$ cat config.mk
export PLATFORM = sky130hd
export DESIGN_NAME = iprt_ram
export DESIGN_NICKNAME = d
export VERILOG_FILES = /design/src/rtl/iprt_ram.sv
export SDC_FILE = /design/constraint.sdc
export NUM_CORES = 1
export LEC_CHECK = 0
export BUFFER_PORTS_ARGS = -buffer_cell sky130_fd_sc_hd__buf_2
export CAP_MARGIN = 20
export CORE_ASPECT_RATIO = 1.4
export CORE_UTILIZATION = 68
export CTS_BUF_LIST = sky130_fd_sc_hd__clkbuf_2 sky130_fd_sc_hd__clkbuf_4 sky130_fd_sc_hd__clkbuf_8
export DETAILED_ROUTE_END_ITERATION = 10
export HOLD_SLACK_MARGIN = 0.15
export PLACE_DENSITY = 0.89
export SLEW_MARGIN = 10
export SYNTH_ARGS = -nofsm -noshare
export SYNTH_HDL_FRONTEND = slang
export SYNTH_SLANG_ARGS = --single-unit
$ cat constraint.sdc
create_clock -name clk -period 4.2 [get_ports clk]
set_clock_uncertainty 0.15 [all_clocks]
set_input_delay 1.26 -clock clk [delete_from_list [all_inputs] [get_ports clk]]
set_output_delay 1.26 -clock clk [all_outputs]
set_load 0.03 [all_outputs]
$ cat src/rtl/iprt_ram.sv
`timescale 1ns / 1ps
module iprt_ram #(
  parameter int WIDTH = 8,
  parameter int DEPTH = 16,
  localparam int AW = (DEPTH > 1) ? $clog2(DEPTH) : 1
) (
  input  logic             clk,
  input  logic             we,
  input  logic [AW-1:0]    waddr,
  input  logic [WIDTH-1:0] wdata,
  input  logic             re,
  input  logic [AW-1:0]    raddr,
  output logic [WIDTH-1:0] rdata
);

  logic [WIDTH-1:0] mem [DEPTH];

  // Write port and registered read port; read data holds while re is low
  always_ff @(posedge clk) begin
    if (we) begin
      mem[waddr] <= wdata;
    end
    if (re) begin
      rdata <= mem[raddr];
    end
  end

endmodule

Yosys cells after proc, flatten, opt, wreduce, memory -nomap -nowiden --
Memory sizes are Yosys's and may differ from the RTL's. A register that Yosys moved wholly into a read port is not among the register bits. Index checks and enable logic that the tools add are counted.
Word-level totals: logic and storage cells 3, memories 1, output and inout bits 8, input bits 19, RAM bits 128, bits in registers 0
Memory list:
- mem | words 16, bits a word 8, read ports 1, clocked after memory_dff 1, write ports 1, line 16 | logic [WIDTH-1:0] mem [DEPTH];
Operators by class: muxes and demuxes 2
Operators by type and width (number):
- $mux W1 | 2

Depth between registers and ports, before layout --
Gate-level depths: netlist (run 1).
depth after elaboration 2, gate-level depth with buffers 5, gate-level depth less buffers 3

Worst setup path after synthesis (run 1) --
No wires, ideal clock.
kind input-to-reg, start input waddr[2], end memory mem[0][0], enable pin, stages on the path 2, buffers on the path 0, data required time 3.667 ns, setup time 0.383 ns, arrival time 2.370 ns, slack 1.297 ns, cell sequence or3b_2 > nor3_1
RTL lines:
- start: declaration | line 9 | input logic [AW-1:0] waddr,
- end: declaration | line 16
Straight into the memory's write port.

==> key figures, run 1 <==
Run status
  • Outcome: finished, final reports clean

Routing
  • Antenna Nets Post-Route: 0
  • # DRC: 0
  • Drt first-iter violations: 203
  • Vias/cell: 6.44
  • Via count: 2,439
  • Routed WL: 9390 um
  • Pre-Repair DR Iteration Count: 5
  • Routed wire per std cell: 24.8 um

Power and ir drop
  • Combinational Power Share: 0.054
  • Clock share of power: 0.368
  • Seq pwr share: 0.578
  • Max VDD drop: 0.468 mV
  • Sw frac: 0.207
  • Power Density: 458 nW/um2
  • NetSw: around 550 uW
  • P_int: roughly 2.1 mW
  • Leak Pwr: between 1.5 and 2 nW

Timing
  • Sum Neg Setup Slack: 0 ps
  • Unrepaired setup endpoints after global routing: false
  • Slew headroom: 0.371
  • # setup viols final: 0
  • Fmax: around 350 MHz
  • Final Cycle Share: 0.680
  • Hold Vio Cnt, Final: 0
  • Fin crit period: 2850 ps
  • Worst-margin pin slew: 940 ps
  • Max Transition Viols Final: 0

Setup path
  • Crit path from: raddr[0]
  • Cell family with most CP delay: buffers and inverters
  • Reg2Reg Depth: 3
  • R2R setup slack: 2520 ps
  • Critical path buffer and inverter count: 2
  • Reg-to-Reg Start: mem[5][2]
  • Slowest Stage Delay on Critical Path: 600 ps
  • Critical path arrival: around 2900 ps
  • Largest fanout on the critical path: 16
  • WS Path Type: input port to flop
  • Critical Path Stages: 5
  • Worst setup EP type: flop
  • FF-to-FF End: rdata[2]
  • Worst setup endpoint: rdata[4]
  • Worst path cell trace: buf_2, buf_4, mux4_1, a22oi_1, nand2_1
  • CP Data Required Time: 4240 ps
  • Slowest CP cell: mux4_1
  • Startpoint types: input port

Floorplan
  • Placement Rows: 37
  • Full die area: 8050 um2
  • Num ports: 27
  • Chip Width: roughly 76 um
  • Core Region: ~7400 um2
  • Chip height: 106 um
  • Initial Utilization: 0.706

Logic synthesis
  • Cells after Synth: 229
  • Main combinational cell family by area after synthesis: multiplexers
  • Synthesized area: 5230 um2
  • Count of cell types in the netlist: 18
  • Syn nets: 248
  • Syn Area/Cell: 22.8 um2
  • #FFs+latches synth: roughly 140
  • Mux cell area share after synthesis: 0.148
  • Simple-gate share of the synthesized area: 0.0314
  • XOR/XNOR share of the synthesized area: 0
  • YS warnings: 0
  • Synth Area in Compound Gates: 0.0230
  • Seq/Total Area, Yosys: 0.781
  • Adder-cell area share of the yosys netlist: 0

Place
  • Final Wtd Congestion: 0.772
  • Dpl hpwl: between 6000 and 7000 um
  • Port bufs: 26
  • Placed Cells: 348

Cells and area
  • Post-Route Utilization: 0.783
  • Area delta synth->final: 10.9%
  • ANT cells: 0
  • Ratio of cells with drive above 1 in the final layout: 0.277
  • Layout fillers: 371
  • Final nets: 289
  • Non-Filler Instances: 379

Worst hold path
  • Hold Path Class: flop to flop

Job
  • Max_cap viols: 0

Clock tree
  • CTS tree: done
  • Resize count post-CTS: 0
  • Total setup buffers inserted after CTS: 0
  • Inserted Clock Buffers: 17
  • Max clock buf depth: 2
  • Clk_lat worst skew: between 400 and 500 ps
  • Clk slew on worst S/H paths: 70 ps
  • Clock sinks: 136
  • Root Buffer: clkbuf_8
  • Hold-fix buffers, CTS: 0
  • H-tree depth: 4

GRT
  • GRT Total Usage: 0.265
  • First-pass GRT wire length: about 14,000 um
  • Initial antenna violation count: 0
  • Pin count of the biggest net entering global routing: 33
  • Number of global-route vias before repair: 2,588
  • Grt ovf: 0
## how the worst min path moves through the flow
stage,end,cells after the start,startpoint,slack [ps]
2_1_floorplan,rdata[0],3,mem[7][0],550
3_5_place_dp,rdata[0],3,mem[14][0],590
3_3_place_gp,rdata[4],3,mem[14][4],570
6_report,rdata[3],3,mem[14][3],610
5_1_grt,rdata[6],3,mem[12][6],650
4_1_cts,rdata[4],3,mem[15][4],610
## layer usage
metal  share of wire  global-route usage  up-vias
li1                -                   -     1060
met2            0.55               0.436      139
met4           0.024               0.146        0
met5               0                   0        -
met1            0.35               0.326     1223
met3           0.078              0.0684       17
## layout make-up
class / count / area (um2) / area share
Clock buffer: 19 / 249 / 0.0430
Clock inverter: 12 / 110 / 0.0190
Multi-Input combinational cell: 83 / 1060 / 0.182
Sequential cell: 136 / 4080 / 0.705
Tap cell: 97 / 121 / 0.0209
Timing Repair Buffer: 32 / 175 / 0.0302
## power by group through the flow
stage	clock (mW)	sequential (mW)	combinational (mW)
after floorplan	0	1.58	0.0772
after global placement	0	1.56	0.138
after detailed placement	0	1.57	0.144
after CTS	0.980	1.54	0.145
after global routing	1.03	1.54	0.154
final	0.976	1.54	0.143
## cell usage after synthesis
library cell     instances  area (um2)
edfxtp_1               136        4080
mux4_2                  18         405
a22oi_1                 16         120
mux4_1                  14         368
nor2_1                  13        48.8
nand2_1                  9        33.8
nor3_1                   4        20.0
buf_2                    3        15.0
buf_6                    3        33.8
clkdlybuf4s25_2          3        30.0
nand2b_1                 2        12.5
nand3b_1                 2        15.0
and2_1                   1        6.26
and2b_1                  1        7.51
buf_4                    1        7.51
nand3_1                  1        5.00
nor2b_1                  1        6.26
or3b_2                   1        8.76
## layout by cell type, fill, tap and decap left out, drive strengths merged
cell | netlist | layout
or3b | 1 | 1
nor3 | 4 | 4
bufinv | 0 | 2
edfxtp | 136 | 136
a22oi | 16 | 16
nand2 | 9 | 9
clkbuf | 0 | 19
nand3 | 1 | 1
nand2b | 2 | 2
clkinvlp | 0 | 2
clkinv | 0 | 8
nand3b | 2 | 2
nor2 | 13 | 13
nor2b | 1 | 1
buf | 7 | 32
mux4 | 32 | 32
and2 | 1 | 1
and2b | 1 | 1
## stage by stage
stage / area, um2 / hold WS [ps] / setup WS, ps / power [mW]
floorplan: 5230 / 555 / 1300 / 1.65
global placement: 5440 / 574 / 942 / 1.70
detailed placement: 5440 / 590 / 883 / 1.71
CTS: 5800 / 610 / 1340 / 2.66
global route: 5800 / 646 / 1230 / 2.72
finish: 5800 / 610 / 1350 / 2.66
## worst min-delay path, cell delays in order, from the launching register on
cell and delay (ps):
edfxtp_1 320, mux4_2 220, a22oi_1 50, nand2_1 60
## state kept, by name (all words and copies together) (netlist names)
name,cells
rdata,8
mem,128
## cells by family (layout without fill, tap and decap cells)
family,after synthesis,in the layout
buffers and inverters,10,63
and+or+nand+nor,35,35
DFF,136,136
AOI/OAI and AO/OA,16,16
muxes,32,32
Note: power is estimated with default switching activity, not from simulation.
==> run 2, diff against run 1 <==
Settings changed: CORE_UTILIZATION 68 to 63, PLACE_DENSITY 0.89 to 0.84.
Clock period 4.2 ns to 2.71 ns, I/O delays scaled along.
==> key figures, run 2 (synthesis gave the netlist of run 1 again) <==
Cells and area
  • ANT cells: 0 (unchanged)
  • Area delta synth->final: 15.9% (was 10.9%)
  • Largest register FFs: 128 (unchanged)
  • Multi-input gate area in the final layout: 1060 um2 (unchanged)
  • Storage cell area: 4080 um2 (unchanged)
  • Biggest register: mem (unchanged)
  • Final nets: 310 (was 289)
  • Post-Route Utilization: 0.768 (was 0.783)
  • Layout fillers: 435 (was 371)
  • Commonest non-fill, non-tap cell in the layout: edfxtp_1 (unchanged)
  • Biggest registers after layout: mem x128, rdata x8 (unchanged)
  • Ratio of cells with drive above 1 in the final layout: 0.339 (was 0.277)
  • Non-Filler Instances: 404 (was 379)
  • Commonest cells after routing, fill and taps aside: 136 x edfxtp_1, 26 x buf_2, 24 x buf_4, 18 x mux4_2, 17 x clkbuf_8 (was 136 x edfxtp_1, 26 x buf_2, 18 x mux4_2, 17 x clkbuf_8, 16 x a22oi_1)

Place
  • Final Wtd Congestion: 0.798 (was 0.772)
  • Dpl hpwl: 6540 um (was 6060 um)
  • Placed Cells: 372 (was 348)
  • Pre-CTS WS: 215 ps (was 883 ps)
  • Port bufs: 26 (unchanged)

Timing
  • Max Transition Viols Final: 0 (unchanged)
  • Final setup margin: 604 ps (was 1350 ps)
  • Final Cycle Share: 0.777
  • Fin crit period: 2110 ps
  • Hold Vio Cnt, Final: 0 (unchanged)
  • Slew headroom: 0.712 (was 0.371)
  • Sum Neg Setup Slack: 0 ps (unchanged)
  • # setup viols final: 0 (unchanged)
  • Fmax: 475 MHz
  • Worst-margin pin slew: 432 ps (was 940 ps)
  • Unrepaired setup endpoints after global routing: false (unchanged)

Routing
  • Antenna Nets Post-Route: 0 (unchanged)
  • Routed wire per std cell: 24.4 um (was 24.8 um)
  • Drt first-iter violations: 281 (was 203)
  • Vias/cell: 6.33 (was 6.44)
  • # DRC: 0 (unchanged)
  • Pre-Repair DR Iteration Count: 4 (was 5)
  • Via count: 2,559 (was 2,439)
  • Routed WL: 9860 um (was 9390 um)

GRT
  • Grt ovf: 0 (unchanged)
  • Number of global-route vias before repair: 2,664 (was 2,588)
  • Initial antenna violation count: 0 (unchanged)
  • GRT Total Usage: 0.259 (was 0.265)
  • Pin count of the biggest net entering global routing: 17 (was 33)
  • First-pass GRT wire length: 14,900 um (was 14,400 um)

Setup path
  • Worst path cell trace: buf_2, buf_12, mux4_1, a22oi_1, nand2_1 (was buf_2, buf_4, mux4_1, a22oi_1, nand2_1)
  • Critical path buffer and inverter count: 2 (unchanged)
  • Startpoint types: input port (unchanged)
  • Slowest CP cell: mux4_1 (unchanged)
  • CP Data Required Time: 2740 ps (was 4240 ps)
  • Slowest Stage Delay on Critical Path: 580 ps (was 600 ps)
  • Cell family with most CP delay: multiplexers (was buffers and inverters)
  • R2R setup slack: 970 ps (was 2520 ps)
  • WS Path Type: input port to flop (unchanged)
  • Critical path arrival: 2130 ps (was 2890 ps)
  • Largest fanout on the critical path: 16 (unchanged)
  • Worst setup EP type: flop (unchanged)

Clock tree
  • Clk_lat worst skew: 430 ps (was 440 ps)
  • Root Buffer: clkbuf_8 (unchanged)
  • CTS tree: done (unchanged)
  • Clock sinks: 136 (unchanged)
  • Max clock buf depth: 2 (unchanged)
  • Resize count post-CTS: 0 (unchanged)
  • Inserted Clock Buffers: 17 (unchanged)
  • Clk slew on worst S/H paths: 70 ps (about the same)
  • H-tree depth: 4 (unchanged)
  • Hold-fix buffers, CTS: 0 (unchanged)
  • Total setup buffers inserted after CTS: 0 (unchanged)

Worst hold path
  • Hold Path Class: flop to flop (unchanged)

Floorplan
  • Num ports: 27 (unchanged)
  • Initial Utilization: 0.662 (was 0.706)
  • Chip Width: 79.0 um (was 76.1 um)
  • Full die area: 8670 um2 (was 8050 um2)
  • Chip height: 110 um (was 106 um)
  • Placement Rows: 38 (was 37)
  • Core Region: 7890 um2 (was 7410 um2)

Power and ir drop
  • Power Density: 717 nW/um2 (was 458 nW/um2)
  • Max VDD drop: 0.601 mV (was 0.468 mV)
  • Leak Pwr: 2.07 nW (was 1.92 nW)

Job
  • Max_cap viols: 0 (unchanged)

Run status
  • Outcome: finished, final reports clean (unchanged)
-- run 2: cell type report --
class,count,area share
clock buffers,18,0.0399
well taps,100,0.0206
multi-input cells,83,0.174
clock inverters,14,0.0299
repair buffers,53,0.0611
flip-flops and latches,136,0.674
-- run 2: worst register-to-register path, stage by stage, from the launching register on --
cell and delay [ps]:
edfxtp_1 380, mux4_1 530, a22oi_1 300, nand2_1 110
-- run 2: path summary, 6_finish.rpt --
check,startpoint,to,cells past startpoint
max reg2reg,mem[1][0],rdata[0],3
min reg2reg,mem[15][5],rdata[5],3
min,mem[15][5],rdata[5],3
max,raddr[0],rdata[0],5
-- run 2: layer usage --
metal,part of all wire,GRT usage
met5,0,0
met4,0.020,0.110
met3,0.077,0.0739
met2,0.53,0.422
met1,0.37,0.328
-- run 2: stage by stage --
| step | area [um2] | hold WS (ps) | total power [mW] |
|---|---|---|---|
| after CTS | 6060 | 591 | 4.37 |
| after global routing | 6060 | 605 | 4.47 |
| after global placement | 5640 | 573 | 2.66 |
| after floorplan | 5230 | 555 | 2.56 |
| after detailed placement | 5640 | 594 | 2.67 |
| final | 6060 | 604 | 4.35 |
-- run 2: power breakdown --
part / internal, mW / switching (mW)
combinational: 0.0988 / 0.141
sequential: 2.37 / 0.0150
clock: 1.00 / 0.724
total: 3.47 / 0.880
==> run 3, diff against run 2 <==
Settings changed: CORE_UTILIZATION 63 to 57, PLACE_DENSITY 0.84 to 0.8.
Clock period 2.71 ns to 1.9 ns, I/O delays scaled along.
==> key figures, run 3 (synthesis gave the netlist of run 1 again) <==
Run status
  • Outcome: finished, final reports clean (unchanged)

Clock tree
  • Clock sinks: 136 (unchanged)
  • Root Buffer: clkbuf_8 (unchanged)
  • Hold-fix buffers, CTS: 0 (unchanged)
  • CTS tree: done (unchanged)
  • H-tree depth: 4 (unchanged)
  • Clk_lat worst skew: 430 ps (about the same)
  • Total setup buffers inserted after CTS: 0 (unchanged)
  • Resize count post-CTS: 0 (unchanged)
  • Clk slew on worst S/H paths: 70 ps (about the same)
  • Max clock buf depth: 2 (unchanged)
  • Inserted Clock Buffers: 17 (unchanged)

Power and ir drop
  • Power Density: 969 nW/um2 (was 717 nW/um2)
  • Leak Pwr: 1.98 nW (was 2.07 nW)
  • Power Total: 5.75 mW (was 4.35 mW)
  • Max VDD drop: 0.538 mV (was 0.601 mV)

Timing
  • Fin crit period: 1830 ps
  • Hold Vio Cnt, Final: 0 (unchanged)
  • Worst-margin pin slew: 786 ps (was 432 ps)
  • # setup viols final: 0 (unchanged)
  • Final Hold Slack: 356 ps (was 604 ps)
  • Unrepaired setup endpoints after global routing: false (unchanged)
  • Max Transition Viols Final: 0 (unchanged)
  • Slew headroom: 0.475 (was 0.712)
  • Fmax: 547 MHz
  • Final Cycle Share: 0.962

GRT
  • Grt ovf: 0 (unchanged)
  • Pin count of the biggest net entering global routing: 17 (unchanged)
  • Met1 usage: 0.247 (was 0.328)
  • Routing usage on met3: 0.0596 (was 0.0739)
  • GRT Total Usage: 0.220 (was 0.259)
  • First-pass GRT wire length: 14,600 um (was 14,900 um)
  • GRT busiest layer: met2 (unchanged)
  • Number of global-route vias before repair: 2,637 (was 2,664)
  • Met2 usage: 0.388 (was 0.422)
  • Initial antenna violation count: 0 (unchanged)

Place
  • Final Wtd Congestion: 0.875 (was 0.798)
  • Port bufs: 26 (unchanged)
  • Dpl hpwl: 6620 um (was 6540 um)

Setup path
  • Startpoint types: input port (unchanged)
  • CP Data Required Time: 1940 ps (was 2740 ps)
  • Critical path arrival: 1870 ps (was 2130 ps)
  • WS Path Type: input port to flop (unchanged)
  • Largest fanout on the critical path: 13 (was 16)
  • Worst setup EP type: flop (unchanged)

Floorplan
  • Initial Utilization: 0.582 (was 0.662)
  • Placement Rows: 41 (was 38)
  • Core Region: 8980 um2 (was 7890 um2)
  • Full die area: 9560 um2 (was 8670 um2)
  • Chip Width: 82.9 um (was 79.0 um)
  • Chip height: 115 um (was 110 um)
  • Num ports: 27 (unchanged)

Routing
  • Drt first-iter violations: 210 (was 281)
  • Via count: 2,500 (was 2,559)
  • Routed wire per std cell: 23.3 um (was 24.4 um)
  • # DRC: 0 (unchanged)
  • Pre-Repair DR Iteration Count: 4 (unchanged)
  • Antenna Nets Post-Route: 0 (unchanged)
  • Vias/cell: 6.11 (was 6.33)
  • Routed WL: 9520 um (was 9860 um)

Cells and area
  • ANT cells: 0 (unchanged)
  • Biggest registers after layout: mem x128, rdata x8 (unchanged)
  • Layout fillers: 570 (was 435)
  • Ratio of cells with drive above 1 in the final layout: 0.384 (was 0.339)
  • Multi-input gate area in the final layout: 1020 um2 (was 1060 um2)
  • Largest register FFs: 128 (unchanged)
  • Final nets: 310 (unchanged)
  • Storage cell area: 4080 um2 (unchanged)
  • Area delta synth->final: 13.5% (was 15.9%)
  • Commonest non-fill, non-tap cell in the layout: edfxtp_1 (unchanged)
  • Biggest register: mem (unchanged)
  • Post-Route Utilization: 0.661 (was 0.768)
  • Commonest cells after routing, fill and taps aside: 136 x edfxtp_1, 31 x mux4_2, 26 x buf_2, 25 x buf_4, 17 x clkbuf_8 (was 136 x edfxtp_1, 26 x buf_2, 24 x buf_4, 18 x mux4_2, 17 x clkbuf_8)

Worst hold path
  • Hold Path Class: input port to flop (was flop to flop)

Job
  • Max_cap viols: 0 (unchanged)
==> run 3: cell types whose count changed in the layout (fill, tap and decap cells not counted), sizes merged <==
cell / change
bufinv: -3
clkbuf: +1
clkinv: +2
clkinvlp: -2
==> run 3: area by class of cell <==
type / count / area share
clock buffer: 19 / 0.0420
clock inverter: 11 / 0.0143
multi-input combinational: 83 / 0.173
sequential: 136 / 0.688
tap: 107 / 0.0226
timing repair buffer: 53 / 0.0603
==> run 3: final timing paths <==
kind | from | endpoint | slack (ps) | depth (start not counted)
max reg2reg | mem[1][0] | rdata[0] | 260 | 3
min | re | rdata[0] | 360 | 1
max | raddr[0] | rdata[0] | 70 | 5
min reg2reg | mem[15][2] | rdata[2] | 600 | 3
==> run 3: layer usage <==
layer	wire length, um	part of all wire
met3	530	0.056
met2	5300	0.56
met4	273	0.029
met1	3420	0.36
met5	0	0
==> run 3: where the power goes <==
part | internal, mW | switching (mW)
registers | 3.38 | 0.0185
logic | 0.146 | 0.202
clock network | 1.02 | 0.985
==> run 3: stage by stage <==
step           instance area, um2  TNS (ps)  cells  worst slack [ps]
4_1_cts                      5930         0    409              93.2
6_report                     5930         0    409              71.3
3_3_place_gp                 5600     -3790    379              -339
3_5_place_dp                 5600     -5580    379              -386
2_1_floorplan                5230     -2770    229             -86.1
5_1_grt                      5930         0    409              18.9
==> run 3: critical path: stages <==
cell and delay (ps):
buf_2 180, buf_12 190, mux4_1 610, a22oi_1 230, nand2_1 80
